==> src/sv/mbbs_pkg.sv <==
package mbbs_pkg;

	localparam int unsigned CoordW = 12;
	localparam int unsigned ValueW = 8;
	localparam int unsigned PosW   = 14;
	localparam int unsigned SizeW  = 13;

	localparam int unsigned InDataW  = 32;
	localparam int unsigned OutDataW = 56;

	// Merged extremes of one finished frame.
	typedef struct packed {
		logic              empty;
		logic [CoordW-1:0] row_min;
		logic [CoordW-1:0] row_max;
		logic [CoordW-1:0] col_min;
		logic [CoordW-1:0] col_max;
	} box_t;

endpackage

==> src/sv/mask_bounding_box_square.sv <==
// Channel   | Direction | Contents
// s_axis    | in        | one mask pixel request: value, row, column; tlast ends the frame
// m_axis    | out       | one crop rectangle per frame; tuser flags an empty mask
// cfg       | in        | fixed_aspect register write
//
// One pixel is accepted every cycle while s_tready is high; the min/max compare is a single stage.
// The rectangle of a frame is registered in the middle stage, then in the output register.
// Reset clears the tracked extremes and sets fixed_aspect to 1.
// A stalled output holds the result and one frame end in the middle stage;
// no pixel is accepted while that stage is full and the output is stalled.
module mask_bounding_box_square #(
	parameter int unsigned MAX_DIM = 4096
) (
	input  logic                              clk,
	input  logic                              arst_n,
	input  logic                              s_tvalid,
	output logic                              s_tready,
	// [7:0] mask_value, [19:8] pixel_row, [31:20] pixel_col
	input  logic [mbbs_pkg::InDataW-1:0]      s_tdata,
	input  logic                              s_tlast,
	output logic                              m_tvalid,
	input  logic                              m_tready,
	// [13:0] box_x, [27:14] box_y, [40:28] box_width, [53:41] box_height, [55:54] zero
	output logic [mbbs_pkg::OutDataW-1:0]     m_tdata,
	// [0] box_empty
	output logic                              m_tuser,
	input  logic                              cfg_we,
	input  logic                              cfg_wdata
);

	logic                              fixed_aspect_q;
	logic                              take;
	logic                              advance;
	logic                              box_valid_s1;
	mbbs_pkg::box_t                    box_s1;
	logic signed [mbbs_pkg::PosW-1:0]  box_x, box_y;
	logic [mbbs_pkg::SizeW-1:0]        box_width, box_height;

	assign take = s_tvalid && s_tready;

	always_ff @(posedge clk or negedge arst_n) begin
		if (!arst_n) begin
			fixed_aspect_q <= 1'b1;
		end else if (cfg_we) begin
			fixed_aspect_q <= cfg_wdata;
		end
	end

	mbbs_tracker #(
		.MAX_DIM(MAX_DIM)
	) u_tracker (
		.clk         (clk),
		.arst_n      (arst_n),
		.take        (take),
		.mask_value  (s_tdata[7:0]),
		.pixel_row   (s_tdata[19:8]),
		.pixel_col   (s_tdata[31:20]),
		.end_of_frame(s_tlast),
		.advance     (advance),
		.ready       (s_tready),
		.box_valid_s1(box_valid_s1),
		.box_s1      (box_s1)
	);

	mbbs_shaper u_shaper (
		.clk         (clk),
		.arst_n      (arst_n),
		.fixed_aspect(fixed_aspect_q),
		.box_valid_s1(box_valid_s1),
		.box_s1      (box_s1),
		.out_ready   (m_tready),
		.advance     (advance),
		.out_valid_q (m_tvalid),
		.box_x_q     (box_x),
		.box_y_q     (box_y),
		.box_width_q (box_width),
		.box_height_q(box_height),
		.box_empty_q (m_tuser)
	);

	assign m_tdata = {2'b00, box_height, box_width, box_y, box_x};

endmodule

==> src/sv/mbbs_tracker.sv <==
module mbbs_tracker #(
	parameter int unsigned MAX_DIM = 4096
) (
	input  logic                             clk,
	input  logic                             arst_n,
	input  logic                             take,
	input  logic [mbbs_pkg::ValueW-1:0]      mask_value,
	input  logic [mbbs_pkg::CoordW-1:0]      pixel_row,
	input  logic [mbbs_pkg::CoordW-1:0]      pixel_col,
	input  logic                             end_of_frame,
	input  logic                             advance,
	output logic                             ready,
	output logic                             box_valid_s1,
	output mbbs_pkg::box_t                   box_s1
);

	localparam logic [31:0] DimLimit = 32'(MAX_DIM);

	logic [mbbs_pkg::CoordW-1:0] row_min_q, row_max_q, col_min_q, col_max_q;
	logic                        any_set_q;
	logic [mbbs_pkg::CoordW-1:0] row_min_n, row_max_n, col_min_n, col_max_n;
	logic                        any_set_n;
	logic                        hit;

	assign ready = !box_valid_s1 || advance;

	always_comb begin
		hit = (mask_value != '0)
			&& ({20'd0, pixel_row} < DimLimit)
			&& ({20'd0, pixel_col} < DimLimit);
		row_min_n = (hit && pixel_row < row_min_q) ? pixel_row : row_min_q;
		row_max_n = (hit && pixel_row > row_max_q) ? pixel_row : row_max_q;
		col_min_n = (hit && pixel_col < col_min_q) ? pixel_col : col_min_q;
		col_max_n = (hit && pixel_col > col_max_q) ? pixel_col : col_max_q;
		any_set_n = any_set_q || hit;
	end

	always_ff @(posedge clk or negedge arst_n) begin
		if (!arst_n) begin
			row_min_q <= '1;
			row_max_q <= '0;
			col_min_q <= '1;
			col_max_q <= '0;
			any_set_q <= 1'b0;
		end else if (take) begin
			if (end_of_frame) begin
				// The frame is closed: start the next one from the reset values.
				row_min_q <= '1;
				row_max_q <= '0;
				col_min_q <= '1;
				col_max_q <= '0;
				any_set_q <= 1'b0;
			end else begin
				row_min_q <= row_min_n;
				row_max_q <= row_max_n;
				col_min_q <= col_min_n;
				col_max_q <= col_max_n;
				any_set_q <= any_set_n;
			end
		end
	end

	always_ff @(posedge clk or negedge arst_n) begin
		if (!arst_n) begin
			box_valid_s1 <= 1'b0;
		end else if (take && end_of_frame) begin
			box_valid_s1 <= 1'b1;
		end else if (advance) begin
			box_valid_s1 <= 1'b0;
		end
	end

	always_ff @(posedge clk) begin
		if (take && end_of_frame) begin
			box_s1.empty   <= !any_set_n;
			box_s1.row_min <= row_min_n;
			box_s1.row_max <= row_max_n;
			box_s1.col_min <= col_min_n;
			box_s1.col_max <= col_max_n;
		end
	end

endmodule

==> src/sv/mbbs_shaper.sv <==
module mbbs_shaper (
	input  logic                            clk,
	input  logic                            arst_n,
	input  logic                            fixed_aspect,
	input  logic                            box_valid_s1,
	input  mbbs_pkg::box_t                  box_s1,
	input  logic                            out_ready,
	output logic                            advance,
	output logic                            out_valid_q,
	output logic signed [mbbs_pkg::PosW-1:0] box_x_q,
	output logic signed [mbbs_pkg::PosW-1:0] box_y_q,
	output logic [mbbs_pkg::SizeW-1:0]      box_width_q,
	output logic [mbbs_pkg::SizeW-1:0]      box_height_q,
	output logic                            box_empty_q
);

	logic [mbbs_pkg::SizeW-1:0] rows, cols, diff, half, grow;
	logic                       cols_longer;
	logic [mbbs_pkg::PosW-1:0]  x_n, y_n;
	logic [mbbs_pkg::SizeW-1:0] w_n, h_n;

	assign advance = !out_valid_q || out_ready;

	always_comb begin
		rows = {1'b0, box_s1.row_max} - {1'b0, box_s1.row_min} + 13'd1;
		cols = {1'b0, box_s1.col_max} - {1'b0, box_s1.col_min} + 13'd1;
		cols_longer = cols > rows;
		diff = cols_longer ? (cols - rows) : (rows - cols);
		half = fixed_aspect ? (diff >> 1) : '0;
		grow = {half[mbbs_pkg::SizeW-2:0], 1'b0};
		x_n = {2'b00, box_s1.col_min};
		y_n = {2'b00, box_s1.row_min};
		w_n = cols;
		h_n = rows;
		// Widen the shorter side when fixed_aspect is set; a tie widens the column side by zero.
		if (cols_longer) begin
			y_n = y_n - {1'b0, half};
			h_n = rows + grow;
		end else begin
			x_n = x_n - {1'b0, half};
			w_n = cols + grow;
		end
		if (box_s1.empty) begin
			x_n = '0;
			y_n = '0;
			w_n = '0;
			h_n = '0;
		end
	end

	always_ff @(posedge clk or negedge arst_n) begin
		if (!arst_n) begin
			out_valid_q <= 1'b0;
		end else if (advance) begin
			out_valid_q <= box_valid_s1;
		end
	end

	always_ff @(posedge clk) begin
		if (advance && box_valid_s1) begin
			box_x_q      <= x_n;
			box_y_q      <= y_n;
			box_width_q  <= w_n;
			box_height_q <= h_n;
			box_empty_q  <= box_s1.empty;
		end
	end

endmodule
==> config.mk <==
export PLATFORM = sky130hd
export DESIGN_NAME = mask_bounding_box_square
export DESIGN_NICKNAME = d
export VERILOG_FILES = /design/src/sv/mbbs_pkg.sv /design/src/sv/mask_bounding_box_square.sv /design/src/sv/mbbs_tracker.sv /design/src/sv/mbbs_shaper.sv
export SDC_FILE = /design/constraint.sdc
export NUM_CORES = 1
export LEC_CHECK = 0
export ABC_AREA = 1
export BUFFER_PORTS_ARGS = -buffer_cell sky130_fd_sc_hd__buf_2
export CAP_MARGIN = 15
export CORE_MARGIN = 5
export CORE_UTILIZATION = 45
export DETAILED_ROUTE_END_ITERATION = 7
export PLACE_DENSITY_LB_ADDON = 0.15
export SYNTH_ARGS = -nofsm -noshare
export SYNTH_HDL_FRONTEND = slang
export SYNTH_SLANG_ARGS = --single-unit
==> constraint.sdc <==
create_clock -name clk -period 9.85 [get_ports clk]
set_input_delay 0.4925 -clock clk [delete_from_list [all_inputs] [get_ports clk]]
set_output_delay 0.4925 -clock clk [all_outputs]
set_load 0.05 [all_outputs]
# Word-level counts from Yosys, hierarchy flattened
# Cells that the tools add are included.
# totals
ff_bits,156
in_bits,39
# op_classes
addsub,10
muxes,17
reduce_logical,17
n_lt_le_gt_ge,5
bitwise_logic,1
# op_table
operator,n
$mux 12,11
$sub 12x12->13,4
$mux 13,3
$add 13x1->13 const B,2
$add 13x13->13,2
$sub 13x13->13,2
$gt 12x12->1,2
$lt 12x12->1,2
$gt 13x13->1,1
$reduce_bool 8->1,1
$logic_and 1x1->1,7
$reduce_or 2->1,2
$logic_not 1->1,3
$logic_or 1x1->1,3
$mux 1,3
$reduce_bool 2->1,1
$not 1->1,1

# Logic depth before layout (Yosys ltp)
# Gate-level depths: netlist of run 1.
# depth
depth_word,7
depth_mapped,44
mapped_depth_nobuf,44

# Hierarchy
# From an unflattened synthesis of run 1, not the netlist that was laid out.
# hier_totals
hier_cells,1548
area_unflattened_um2,12560.8
# by_module_without_submodules
module,area_each_um2,n_inst,cells_per_inst,seq_area_each_um2
mbbs_shaper,6706.4,1,833,1616.6
mbbs_tracker,5786.8,1,705,2752.6
mask_bounding_box_square,67.6,1,10,26.3

# Least setup slack after synthesis of run 1
# OpenSTA, ideal clock, no wires.
# synth_timing
path_kind,register -> register
start,"register, netlist name u_tracker.box_s1[37]"
end,register u_shaper.box_height_q[12] in the netlist's numbering (data pin)
setup_slack_ps,4027
n_path_buf,1
setup_time_ps,253
t_arrival_ps,5570
required_ps,9597
path_stages_with_launch,39
cell_sequence,edfxtp_1 > ha_1 > inv_1 > ha_1 > fa_1 > a21oi_1 > xnor2_1 > inv_1 > ha_1 > nand2_1 > nor2_1 > nand3_1 > nand3_1 > a21oi_1 > nand2_1 > inv_1 > nand2_2 > nand3_4 > [3 not listed] > nor2_1 > ha_1 > nand2_1 > nand2_1 > a21oi_1 > o21bai_1 > a21oi_1 > o21ai_0 > nand3_1 > nand2_1 > nand2_1 > nand2_1 > a21oi_1 > a21oi_1 > o21ai_1 > nand2_1 > nand2_1 > nor2_1
# synth_via
elab_chain_len,7
elab_cells_between_ends,9
cone_classes,add/sub (5); order compare (1); mux (3)
# synth_lines
item,line_no,text
$sub 12x12->13 *,mbbs_shaper.sv:25,"rows = {1'b0, box_s1.row_max} - {1'b0, box_s1.row_min} + 13'd1;"
$add 13x1->13 *,mbbs_shaper.sv:25,
$sub 13x13->13 or $gt 13x13->1 (tied branches),"mbbs_shaper.sv:28, mbbs_shaper.sv:27",
$mux 13,mbbs_shaper.sv:28,diff = cols_longer ? (cols - rows) : (rows - cols);
$mux 12,mbbs_shaper.sv:29,half = fixed_aspect ? (diff >> 1) : '0;
$add 13x13->13,mbbs_shaper.sv:38,h_n = rows + grow;
$mux 13 *,mbbs_shaper.sv:36,if (cols_longer) begin
to (signal assigned),mbbs_shaper.sv:64,box_height_q <= h_n;
to (decl),mbbs_shaper.sv:13,"output logic [mbbs_pkg::SizeW-1:0] box_height_q,"
# Mark *: on every way between the ends. The rest lies on a longest branch, timed or not.
# A chain may end at the register's enable or synchronous reset.

# Final worst setup path of run 1
# layout_timing
start,"register, netlist name u_tracker.box_s1[15]"
end,register u_shaper.box_y_q[11] in the netlist's numbering (data pin)
# layout_via
elab_chain_len,7
elab_cells_between_ends,9
cone_classes,add/sub (5); order compare (1); mux (3)
# layout_lines
item,line_no,text
$sub 12x12->13 *,mbbs_shaper.sv:26,"cols = {1'b0, box_s1.col_max} - {1'b0, box_s1.col_min} + 13'd1;"
$add 13x1->13 *,mbbs_shaper.sv:26,
$sub 13x13->13 or $gt 13x13->1 (tied branches),"mbbs_shaper.sv:28, mbbs_shaper.sv:27",
$mux 13,mbbs_shaper.sv:28,
$mux 12,mbbs_shaper.sv:29,
$sub 12x12->13,mbbs_shaper.sv:37,"y_n = y_n - {1'b0, half};"
$mux 12 *,mbbs_shaper.sv:36,
to (signal assigned),mbbs_shaper.sv:62,box_y_q <= y_n;
to (decl),mbbs_shaper.sv:11,"output logic signed [mbbs_pkg::PosW-1:0] box_y_q,"
# Marked as above.

==> results of run 1 <==
[synth_stat cells (all sizes together), types with 4 or more instances]
| cell | number |
|---|---|
| dfrtp | 27 |
| ha | 159 |
| edfxtp | 102 |
| a21o | 4 |
| nor3 | 6 |
| nor2 | 81 |
| buf | 17 |
| nand4 | 14 |
| nand3 | 44 |
| xnor2 | 25 |
| fa | 8 |
| dfstp | 25 |
| o22ai | 87 |
| xor2 | 33 |
| a21oi | 122 |
| a31oi | 6 |
| o21bai | 16 |
| nand2 | 194 |
| o21ai | 71 |
| clkbuf | 18 |
| o211ai | 4 |
| inv | 246 |
[area by class of cell]
class,instances,share of cell area [%]
tap,330,3.19
inverter,246,7.14
clock inverter,12,0.774
clock buffer,20,3.70
sequential,154,34.0
multi-input combinational,891,47.2
timing repair buffer,101,4.02
[stage by stage]
stage          instances  util [%]  hold WS (ns)
6_report            1754      51.2         0.188
5_1_grt             1754      51.2         0.245
4_1_cts             1754      51.2         0.208
3_5_place_dp        1722      48.9         0.467
3_3_place_gp        1722      48.9         0.460
2_1_floorplan       1326         -         0.197
[cell usage in the layout (no fill, tap or decap), types with 4 or more instances in the layout]
| cell type | Yosys | final |
|---|---|---|
| a21o_1 | 4 | 4 |
| fa_1 | 8 | 8 |
| buf_4 | 6 | 6 |
| dfstp_2 | 25 | 25 |
| nand4_1 | 13 | 13 |
| o21ai_0 | 66 | 66 |
| ha_1 | 159 | 159 |
| nand2_1 | 180 | 180 |
| nor3_1 | 6 | 6 |
| xor2_1 | 33 | 33 |
| nand2_4 | 6 | 6 |
| buf_2 | 11 | 95 |
| o21ai_1 | 4 | 4 |
| nand3_1 | 35 | 35 |
| a21oi_1 | 118 | 117 |
| xnor2_1 | 25 | 25 |
| clkbuf_16 | 0 | 19 |
| o22ai_1 | 87 | 87 |
| nand2_2 | 8 | 8 |
| a21oi_2 | 4 | 4 |
| a31oi_1 | 6 | 6 |
| o21bai_1 | 15 | 15 |
| inv_6 | 0 | 4 |
| nor2_1 | 73 | 72 |
| nand3_2 | 6 | 6 |
| inv_1 | 243 | 243 |
| nor2_2 | 6 | 6 |
| o211ai_1 | 4 | 4 |
| edfxtp_1 | 102 | 102 |
| dfrtp_1 | 27 | 27 |
[cells by family (layout without fill, tap and decap cells)]
kind of cell / count (synthesis) / count (layout) / synth area share (%)
adder cells (fa/ha/maj): 167 / 167 / 18.6
XOR/XNOR: 58 / 58 / 4.39
multiplexers: 3 / 3 / 0.260
flip-flops: 154 / 154 / 38.0
AO/OA/AOI/OAI: 318 / 318 / 15.8
AND/OR/NAND/NOR: 343 / 343 / 13.5
other: 1 / 2 / 0.0324
buffers and inverters: 281 / 379 / 9.43
[where the power goes]
part           switching, mW  internal (mW)
clock                  0.302          0.360
sequential            0.0418          0.929
combinational           2.15           1.11
[flip-flops by register name, summed over array words and instances (netlist names), 12 cells and up]
signal                 cells
u_tracker.box_s1          49
u_shaper.box_height_q     13
u_shaper.box_width_q      13
u_shaper.box_x_q          13
u_shaper.box_y_q          13
u_tracker.col_max_q       12
u_tracker.col_min_q       12
u_tracker.row_max_q       12
u_tracker.row_min_q       12
[how the worst max path moves through the flow]
stage,cells after the start,slack [ns],endpoint,start
after floorplan,38,4.03,u_shaper.box_height_q[12],u_tracker.box_s1[37]
after CTS,41,2.82,u_shaper.box_height_q[12],u_tracker.box_s1[15]
final,36,2.83,u_shaper.box_y_q[11],u_tracker.box_s1[15]
after global routing,41,2.04,u_shaper.box_height_q[12],u_tracker.box_s1[15]
after global placement,41,2.87,u_shaper.box_height_q[12],u_tracker.box_s1[15]
after detailed placement,36,2.86,u_shaper.box_y_q[11],u_tracker.box_s1[15]
[routing by layer]
| metal | vias up | part of all wire (%) | global-route usage [%] |
|---|---|---|---|
| met5 | - | 0 | 0 |
| li1 | 4684 | - | - |
| met3 | 35 | 3.7 | 2.79 |
| met4 | 0 | 2.9 | 7.12 |
| met2 | 185 | 45 | 33.5 |
| met1 | 4315 | 48 | 29.5 |
[worst reg2reg max path, delay by kind of cell, from the launching register on]
kind / cells / cell delay (ns)
simple gates: 15 / 2.08
compound gates: 11 / 1.89
fa+ha+maj: 4 / 1.35
xor+xnor: 2 / 0.59
buf+inv: 4 / 0.43
flops: 1 / 0.40
==> insert_results.sql, run 1 <==
INSERT INTO impl_metrics (metric_group, metric, value, unit) VALUES
('drt', 'via_count', '9219', ''),
('yosys', 'synthTopCellsByArea', 'edfxtp_1, ha_1, inv_1, dfrtp_1, nand2_1', ''),
('timing', 'worst_margin_pin_slew', '1.04', 'ns'),
('yosys', 'synthCells', '1325', ''),
('critical_path', 'startpoint_type', 'flop', ''),
('final_layout', 'fin_nets', '1617', ''),
('clock_tree', 'cts.sinks', '154', ''),
('global_routing', 'grt_util_all_layers', '21.0', '%'),
('place', 'gp_routability_congestion', '0.919', ''),
('yosys', 'flip_flop_cell_with_the_highest_count_after_synthesis', 'edfxtp_1', ''),
('yosys', 'async_reset_ff_share', '33.8', '%'),
('clock_tree', 'clock_tree_from_tritoncts', 'yes', ''),
('timing', 'final-setup-viol-count', '0', ''),
('drt', 'drc', '0', ''),
('global_routing', 'grt_max_degree', '54', ''),
('clock_tree', 'numCtsBuffers', '17', ''),
('critical_path', 'largest_driver_fanout_on_the_critical_path', '19', ''),
('power', 'design_power_total', '4.89', 'mW'),
('final_layout', 'fin_area', '12900', 'sq um'),
('drt', 'viasPerCell', '5.26', ''),
('critical_path', 'worst_setup_path_end_kind', 'flop', ''),
('final_layout', 'ff_latch_area', '4400', 'sq um'),
('yosys', 'ys.warnings.count', '0', ''),
('yosys', 'netlist.area_leader.share', '26.5', '%'),
('clock_tree', 'cts.path.max_buffers', '2', ''),
('clock_tree', 'cts_hold_buffers', '0', ''),
('floorplanning', 'die_h', '170', 'um'),
('critical_path', 'critical_path.reg2reg.startpoint', 'u_tracker.box_s1[15]', ''),
('yosys', 'synth.lib_cells_used.distinct', '45', ''),
('clock_tree', 'cts-htree-levels', '4', ''),
('yosys', 'post_synth.cell_area_avg', '8.73', 'sq um'),
('critical_path', 'reg_to_reg_end', 'u_shaper.box_y_q[11]', ''),
('drt', 'drt_iter0_drc', '619', ''),
('critical_path', 'arrival', '7.15', 'ns'),
('timing', 'finalCritPeriodShare', '71.2', '%'),
('power', 'power-per-cell-area', '378', 'nW/um^2'),
('yosys', 'synth_edf_count', '102', ''),
('clock_tree', 'clock_tree.root_cell', 'clkbuf_16', ''),
('critical_path', 'worst_r2r_path_depth', '36', ''),
('floorplanning', 'io_pins', '98', ''),
('clock_tree', 'post_cts_buffers', '0', ''),
('final_layout', 'syn2layout_area_growth', '11.8', '%'),
('critical_path', 'crit_slowest_cell', 'nor2_1', ''),
('place', 'port_buffers', '95', ''),
('clock_tree', 'cts.reportedPaths.clkPinSlew', '0.07', 'ns'),
('critical_path', 'regToRegSetupSlack', '2.83', 'ns'),
('timing', 'worst_slew_margin_rel', '30.5', '%'),
('critical_path', 'worstPathBufferInverterCount', '4', ''),
('critical_path', 'critical-path-max-stage-delay', '0.59', 'ns'),
('critical_path', 'criticalPathCategory', 'reg -> reg', ''),
('critical_path', 'critical-path-top-delay-family', 'simple AND/OR/NAND/NOR gates', ''),
('timing', 'layout_setup_ws', '2.83', 'ns'),
('global_routing', 'grt_antenna_before_repair', '0', ''),
('timing', 'grt_setup_unrepaired', 'false', ''),
('critical_path', 'worst_ep_required_time', '9.98', 'ns'),
('global_routing', 'global_route_wire_length_before_repair', '47700', 'um'),
('global_routing', 'grt_pass1_vias', '8940', ''),
('timing', 'min_period', '7.02', 'ns'),
('job', 'maxCapViolCount', '0', ''),
('yosys', 'synth_top_cell_by_area', 'edfxtp_1', ''),
('clock_tree', 'ctsResizeCount', '0', ''),
('run_status', 'run_status', 'finished clean', ''),
('timing', 'fmaxAchievable', '143', 'MHz'),
('timing', 'finalSetupTns', '0', 'ns'),
('drt', 'firstDrtPassIters', '5', ''),
('floorplanning', 'die_x', '170', 'um'),
('timing', 'worst_clock_skew', '0.0152', 'ns'),
('final_layout', 'drive_gt1_share', '14.1', '%'),
('hold_path', 'worstHoldPathType', 'in -> async', ''),
('drt', 'postRouteWirelength', '29900', 'um'),
('power', 'power.static_leakage', '6.30', 'nW');
(Power assumes the default switching activity.)
==> run 2: changes to the inputs <==
ABC_AREA = 0   (was 1)
clock period = 5.6 ns   (was 9.85 ns; I/O delays follow)
==> run 2 against run 1 <==
  * The run now ends with hold timing, setup timing left
  * Worst hold slack worse by 0.21 ns
  * Power rose by 110%
  * Largest cell class unchanged
  * Wire length is 12% higher
  * Die area up 2.5%
  * Synthesized cell count down 5.9%
  * Utilization grew 11 points
  * Sequential power up 63%
  * Highest routed layer unchanged
  * Clock-buffer cell count fell by 1
==> insert_results.sql, run 2 <==
INSERT INTO impl_metrics (metric_group, metric, value, unit) VALUES
('critical_path', 'critical-path-max-stage-delay', '0.40', 'ns'),
('drt', 'drt_iter0_drc', '597', ''),
('clock_tree', 'clock_tree_from_tritoncts', 'yes', ''),
('yosys', 'largest_family_of_logic_cells_by_synthesized_area', 'adder cells', ''),
('yosys', 'flip_flop_cell_with_the_highest_count_after_synthesis', 'edfxtp_1', ''),
('yosys', 'compound_gate_portion_of_the_synthesized_area', '17.4', '%'),
('drt', 'postRouteWirelength', '33500', 'um'),
('timing', 'grt_setup_unrepaired', 'true', ''),
('yosys', 'synth-adder-area-share', '18.3', '%'),
('place', 'gp_routability_congestion', '0.934', ''),
('yosys', 'synth_edf_count', '102', ''),
('yosys', 'synthesis.area', '11900', 'sq um'),
('drt', 'routed_wl_per_cell', '17.3', 'um'),
('drt', 'viasPerCell', '5.37', ''),
('power', 'power-per-cell-area', '634', 'nW/um^2'),
('critical_path', 'cpMostUsedCell', 'xnor2_1', ''),
('final_layout', 'regMostFlops', 'u_tracker.box_s1', ''),
('yosys', 'netlist.area_leader.share', '25.8', '%'),
('yosys', 'synth_top_cell_by_area', 'edfxtp_1', ''),
('place', 'place.detailed.instances', '1862', ''),
('job', 'maxCapViolCount', '0', ''),
('drt', 'drc', '0', ''),
('floorplanning', 'io_pins', '98', ''),
('floorplanning', 'die_h', '172', 'um'),
('run_status', 'run_status', 'finished, violations left', ''),
('clock_tree', 'clk_latency', '0.43', 'ns'),
('drt', 'via_count', '10380', ''),
('final_layout', 'layout.cells.most_common_list', 'buf_4, ha_1, nand2_1', ''),
('drt', 'firstDrtPassIters', '5', ''),
('critical_path', 'crit_slowest_cell', 'edfxtp_1', ''),
('floorplanning', 'die_x', '172', 'um'),
('timing', 'hold-worst-slack', '-0.0234', 'ns'),
('run_status', 'failing_checks', 'hold timing, setup timing', ''),
('final_layout', 'drive_gt1_share', '38.5', '%'),
('yosys', 'synth_seq_area_share', '37.0', '%'),
('final_layout', 'syn2layout_area_growth', '35.4', '%'),
('final_layout', 'finalCoreUtilization', '61.9', '%'),
('power', 'power.static_leakage', '7.59', 'nW'),
('place', 'dpl_cell_area', '14500', 'sq um'),
('timing', 'finalCritPeriodShare', '113', '%'),
('hold_path', 'worstHoldPathType', 'in -> async', ''),
('yosys', 'synthTopCellsByArea', 'edfxtp_1, ha_1, dfrtp_1, dfstp_2, nand2_1', ''),
('place', 'place_hpwl', '25100', 'um'),
('timing', 'final-setup-viol-count', '30', ''),
('yosys', 'post_synth_xor_area_fraction', '3.76', '%'),
('place', 'port_buffers', '95', ''),
('floorplanning', 'design.die.area', '29700', 'sq um'),
('global_routing', 'grt_max_degree', '58', ''),
('final_layout', 'fill_cells', '2190', ''),
('floorplanning', 'fp.coreArea', '26000', 'sq um'),
('clock_tree', 'cts-htree-levels', '4', ''),
('critical_path', 'criticalPathCategory', 'reg -> reg', ''),
('yosys', 'count_leader_synth', 'ha_1', ''),
('floorplanning', 'initial_core_util', '45.7', '%'),
('floorplanning', 'fp-row-count', '59', ''),
('final_layout', 'final_cells', '1934', ''),
('critical_path', 'worstPathBufferInverterCount', '5', ''),
('power', 'ir_drop', '0.000363', 'V'),
('critical_path', 'reg_to_reg_end', 'u_shaper.box_y_q[9]', ''),
('clock_tree', 'cts.reportedPaths.clkPinSlew', '0.07', 'ns'),
('timing', 'worst_clock_skew', '0.0112', 'ns'),
('timing', 'worst_slew_margin_rel', '24.4', '%'),
('clock_tree', 'numCtsBuffers', '17', ''),
('yosys', 'synthCells', '1247', ''),
('yosys', 'synth.lib_cells_used.distinct', '69', ''),
('yosys', 'yosys_register_bits', '154', ''),
('yosys', 'async_reset_ff_share', '33.8', '%'),
('final_layout', 'layout_commonest_cell', 'buf_4', ''),
('yosys', 'synth.area.mux_share', '4.97', '%'),
('clock_tree', 'cts.sinks', '154', ''),
('global_routing', 'grt_antenna_before_repair', '0', ''),
('critical_path', 'regToRegSetupSlack', '-0.73', 'ns'),
('final_layout', 'fin_area', '16100', 'sq um'),
('timing', 'min_period', '6.33', 'ns'),
('yosys', 'synth_simple_gate_area_share', '12.6', '%'),
('critical_path', 'critical-path-top-delay-family', 'compound AO/OA/AOI/OAI gates', ''),
('critical_path', 'startpoint_type', 'flop', ''),
('global_routing', 'global_route.overflow_total', '0', ''),
('timing', 'slew_violations', '0', ''),
('global_routing', 'grt_pass1_vias', '10311', ''),
('global_routing', 'grt_util_all_layers', '22.9', '%'),
('timing', 'final_report_hold_violation_count', '6', ''),
('critical_path', 'worst_r2r_path_depth', '34', ''),
('global_routing', 'global_route_wire_length_before_repair', '54100', 'um'),
('clock_tree', 'cts.path.max_buffers', '2', ''),
('timing', 'fmaxAchievable', '158', 'MHz'),
('timing', 'finalSetupTns', '-13.85', 'ns'),
('drt', 'count_of_nets_left_with_antenna_violations_after_detail_routing', '0', ''),
('timing', 'worst_margin_pin_slew', '1.13', 'ns'),
('critical_path', 'critical_path.reg2reg.startpoint', 'u_tracker.box_s1[37]', ''),
('timing', 'layout_setup_ws', '-0.734', 'ns'),
('clock_tree', 'clock_tree.root_cell', 'clkbuf_16', ''),
('yosys', 'ys.warnings.count', '0', ''),
('final_layout', 'num_antenna_cells', '0', ''),
('critical_path', 'arrival', '6.49', 'ns'),
('critical_path', 'worst_setup_path_end_kind', 'flop', ''),
('critical_path', 'largest_driver_fanout_on_the_critical_path', '6', ''),
('yosys', 'ys_top_cells_by_count', 'ha_1, nand2_1, inv_1, edfxtp_1, a21oi_1', ''),
('critical_path', 'worst_ep_required_time', '5.76', 'ns'),
('final_layout', 'largest_reg_flops', '49', ''),
('place', 'place_worst_setup_slack', '-0.912', 'ns'),
('yosys', 'post_synth.cell_area_avg', '9.52', 'sq um'),
('final_layout', 'fin_nets', '1792', ''),
('power', 'design_power_total', '10.2', 'mW');
==> run 2: cell types whose count changed in the layout (fill, tap and decap cells not counted), moves of 23 or more <==
cell | previous run | this run
buf_4 | 6 | 253
inv_1 | 243 | 129
o22ai_1 | 87 | 0
a21oi_1 | 117 | 62
nand2_1 | 180 | 133
mux2_2 | 0 | 45
a21o_1 | 4 | 48
o32a_1 | 0 | 24
nand3_1 | 35 | 12
==> run 2: cell type report <==
class                   count  area (sq um)  share of cell area [%]
well taps                 335           419                    2.61
multi-input cells         912          7600                    47.3
clock buffers              19           453                    2.82
clock inverters            13           108                   0.669
flip-flops and latches    154          4400                    27.3
repair buffers            365          2580                    16.0
inverters                 136           523                    3.25
==> run 2: kinds of logic (layout without fill, tap and decap cells) <==
family,Yosys count,after routing
AND/OR/NAND/NOR,325,326
AO/OA/AOI/OAI,311,311
buffers and inverters,183,533
adder cells (fa/ha/maj),169,169
flip-flops,154,154
multiplexers,53,53
XOR/XNOR,51,51
other,1,2
==> run 2: worst max-delay path by stage <==
stage,from,endpoint,slack [ns],cells past startpoint
global placement,u_tracker.box_s1[26],u_shaper.box_x_q[10],-0.79,32
floorplan,u_tracker.box_s1[37],u_shaper.box_y_q[12],-0.53,33
detailed placement,u_tracker.box_s1[37],u_shaper.box_x_q[10],-0.91,34
global route,u_tracker.box_s1[14],u_shaper.box_y_q[9],-1.03,34
finish,u_tracker.box_s1[37],u_shaper.box_y_q[9],-0.73,34
CTS,u_tracker.box_s1[37],u_shaper.box_y_q[12],-0.63,33
==> run 2: what timing repair did <==
item,in CTS,in global routing
gates resized for setup,74,60
pin swaps,73,56
gates cloned,1,0
setup endpoints to repair,33,39
setup buffers,31,16
hold buffers,0,0
==> run 2: metal layers <==
layer  vias up  GRT usage [%]  wire [um]  share of wire, %
li1       5120              -          -                 -
met5         -              0          0                 0
met1      4945           31.0      15300                46
met4         0           8.51       1290               3.8
met2       259           37.5      15500                46
met3        56           2.99       1470               4.4
==> run 2: report_power, final <==
group | switching [mW] | internal [mW] | total, mW | leakage [nW]
Combinational | 3.80 | 3.67 | 7.47 | 5.72
Sequential | 0.0779 | 1.50 | 1.58 | 1.58
Clock | 0.529 | 0.605 | 1.13 | 0.284
Total | 4.41 | 5.78 | 10.2 | 7.59
==> run 2: worst register-to-register path: cells and delay by family, from the launching register on <==
family	cells	cell delay, ns
AOI/OAI and AO/OA	14	2.45
xor gates and xnor gates	3	0.42
adders and majority gates	5	1.30
buffers and inverters	5	0.57
DFF	1	0.40
muxes	2	0.37
and+or+nand+nor	5	0.56
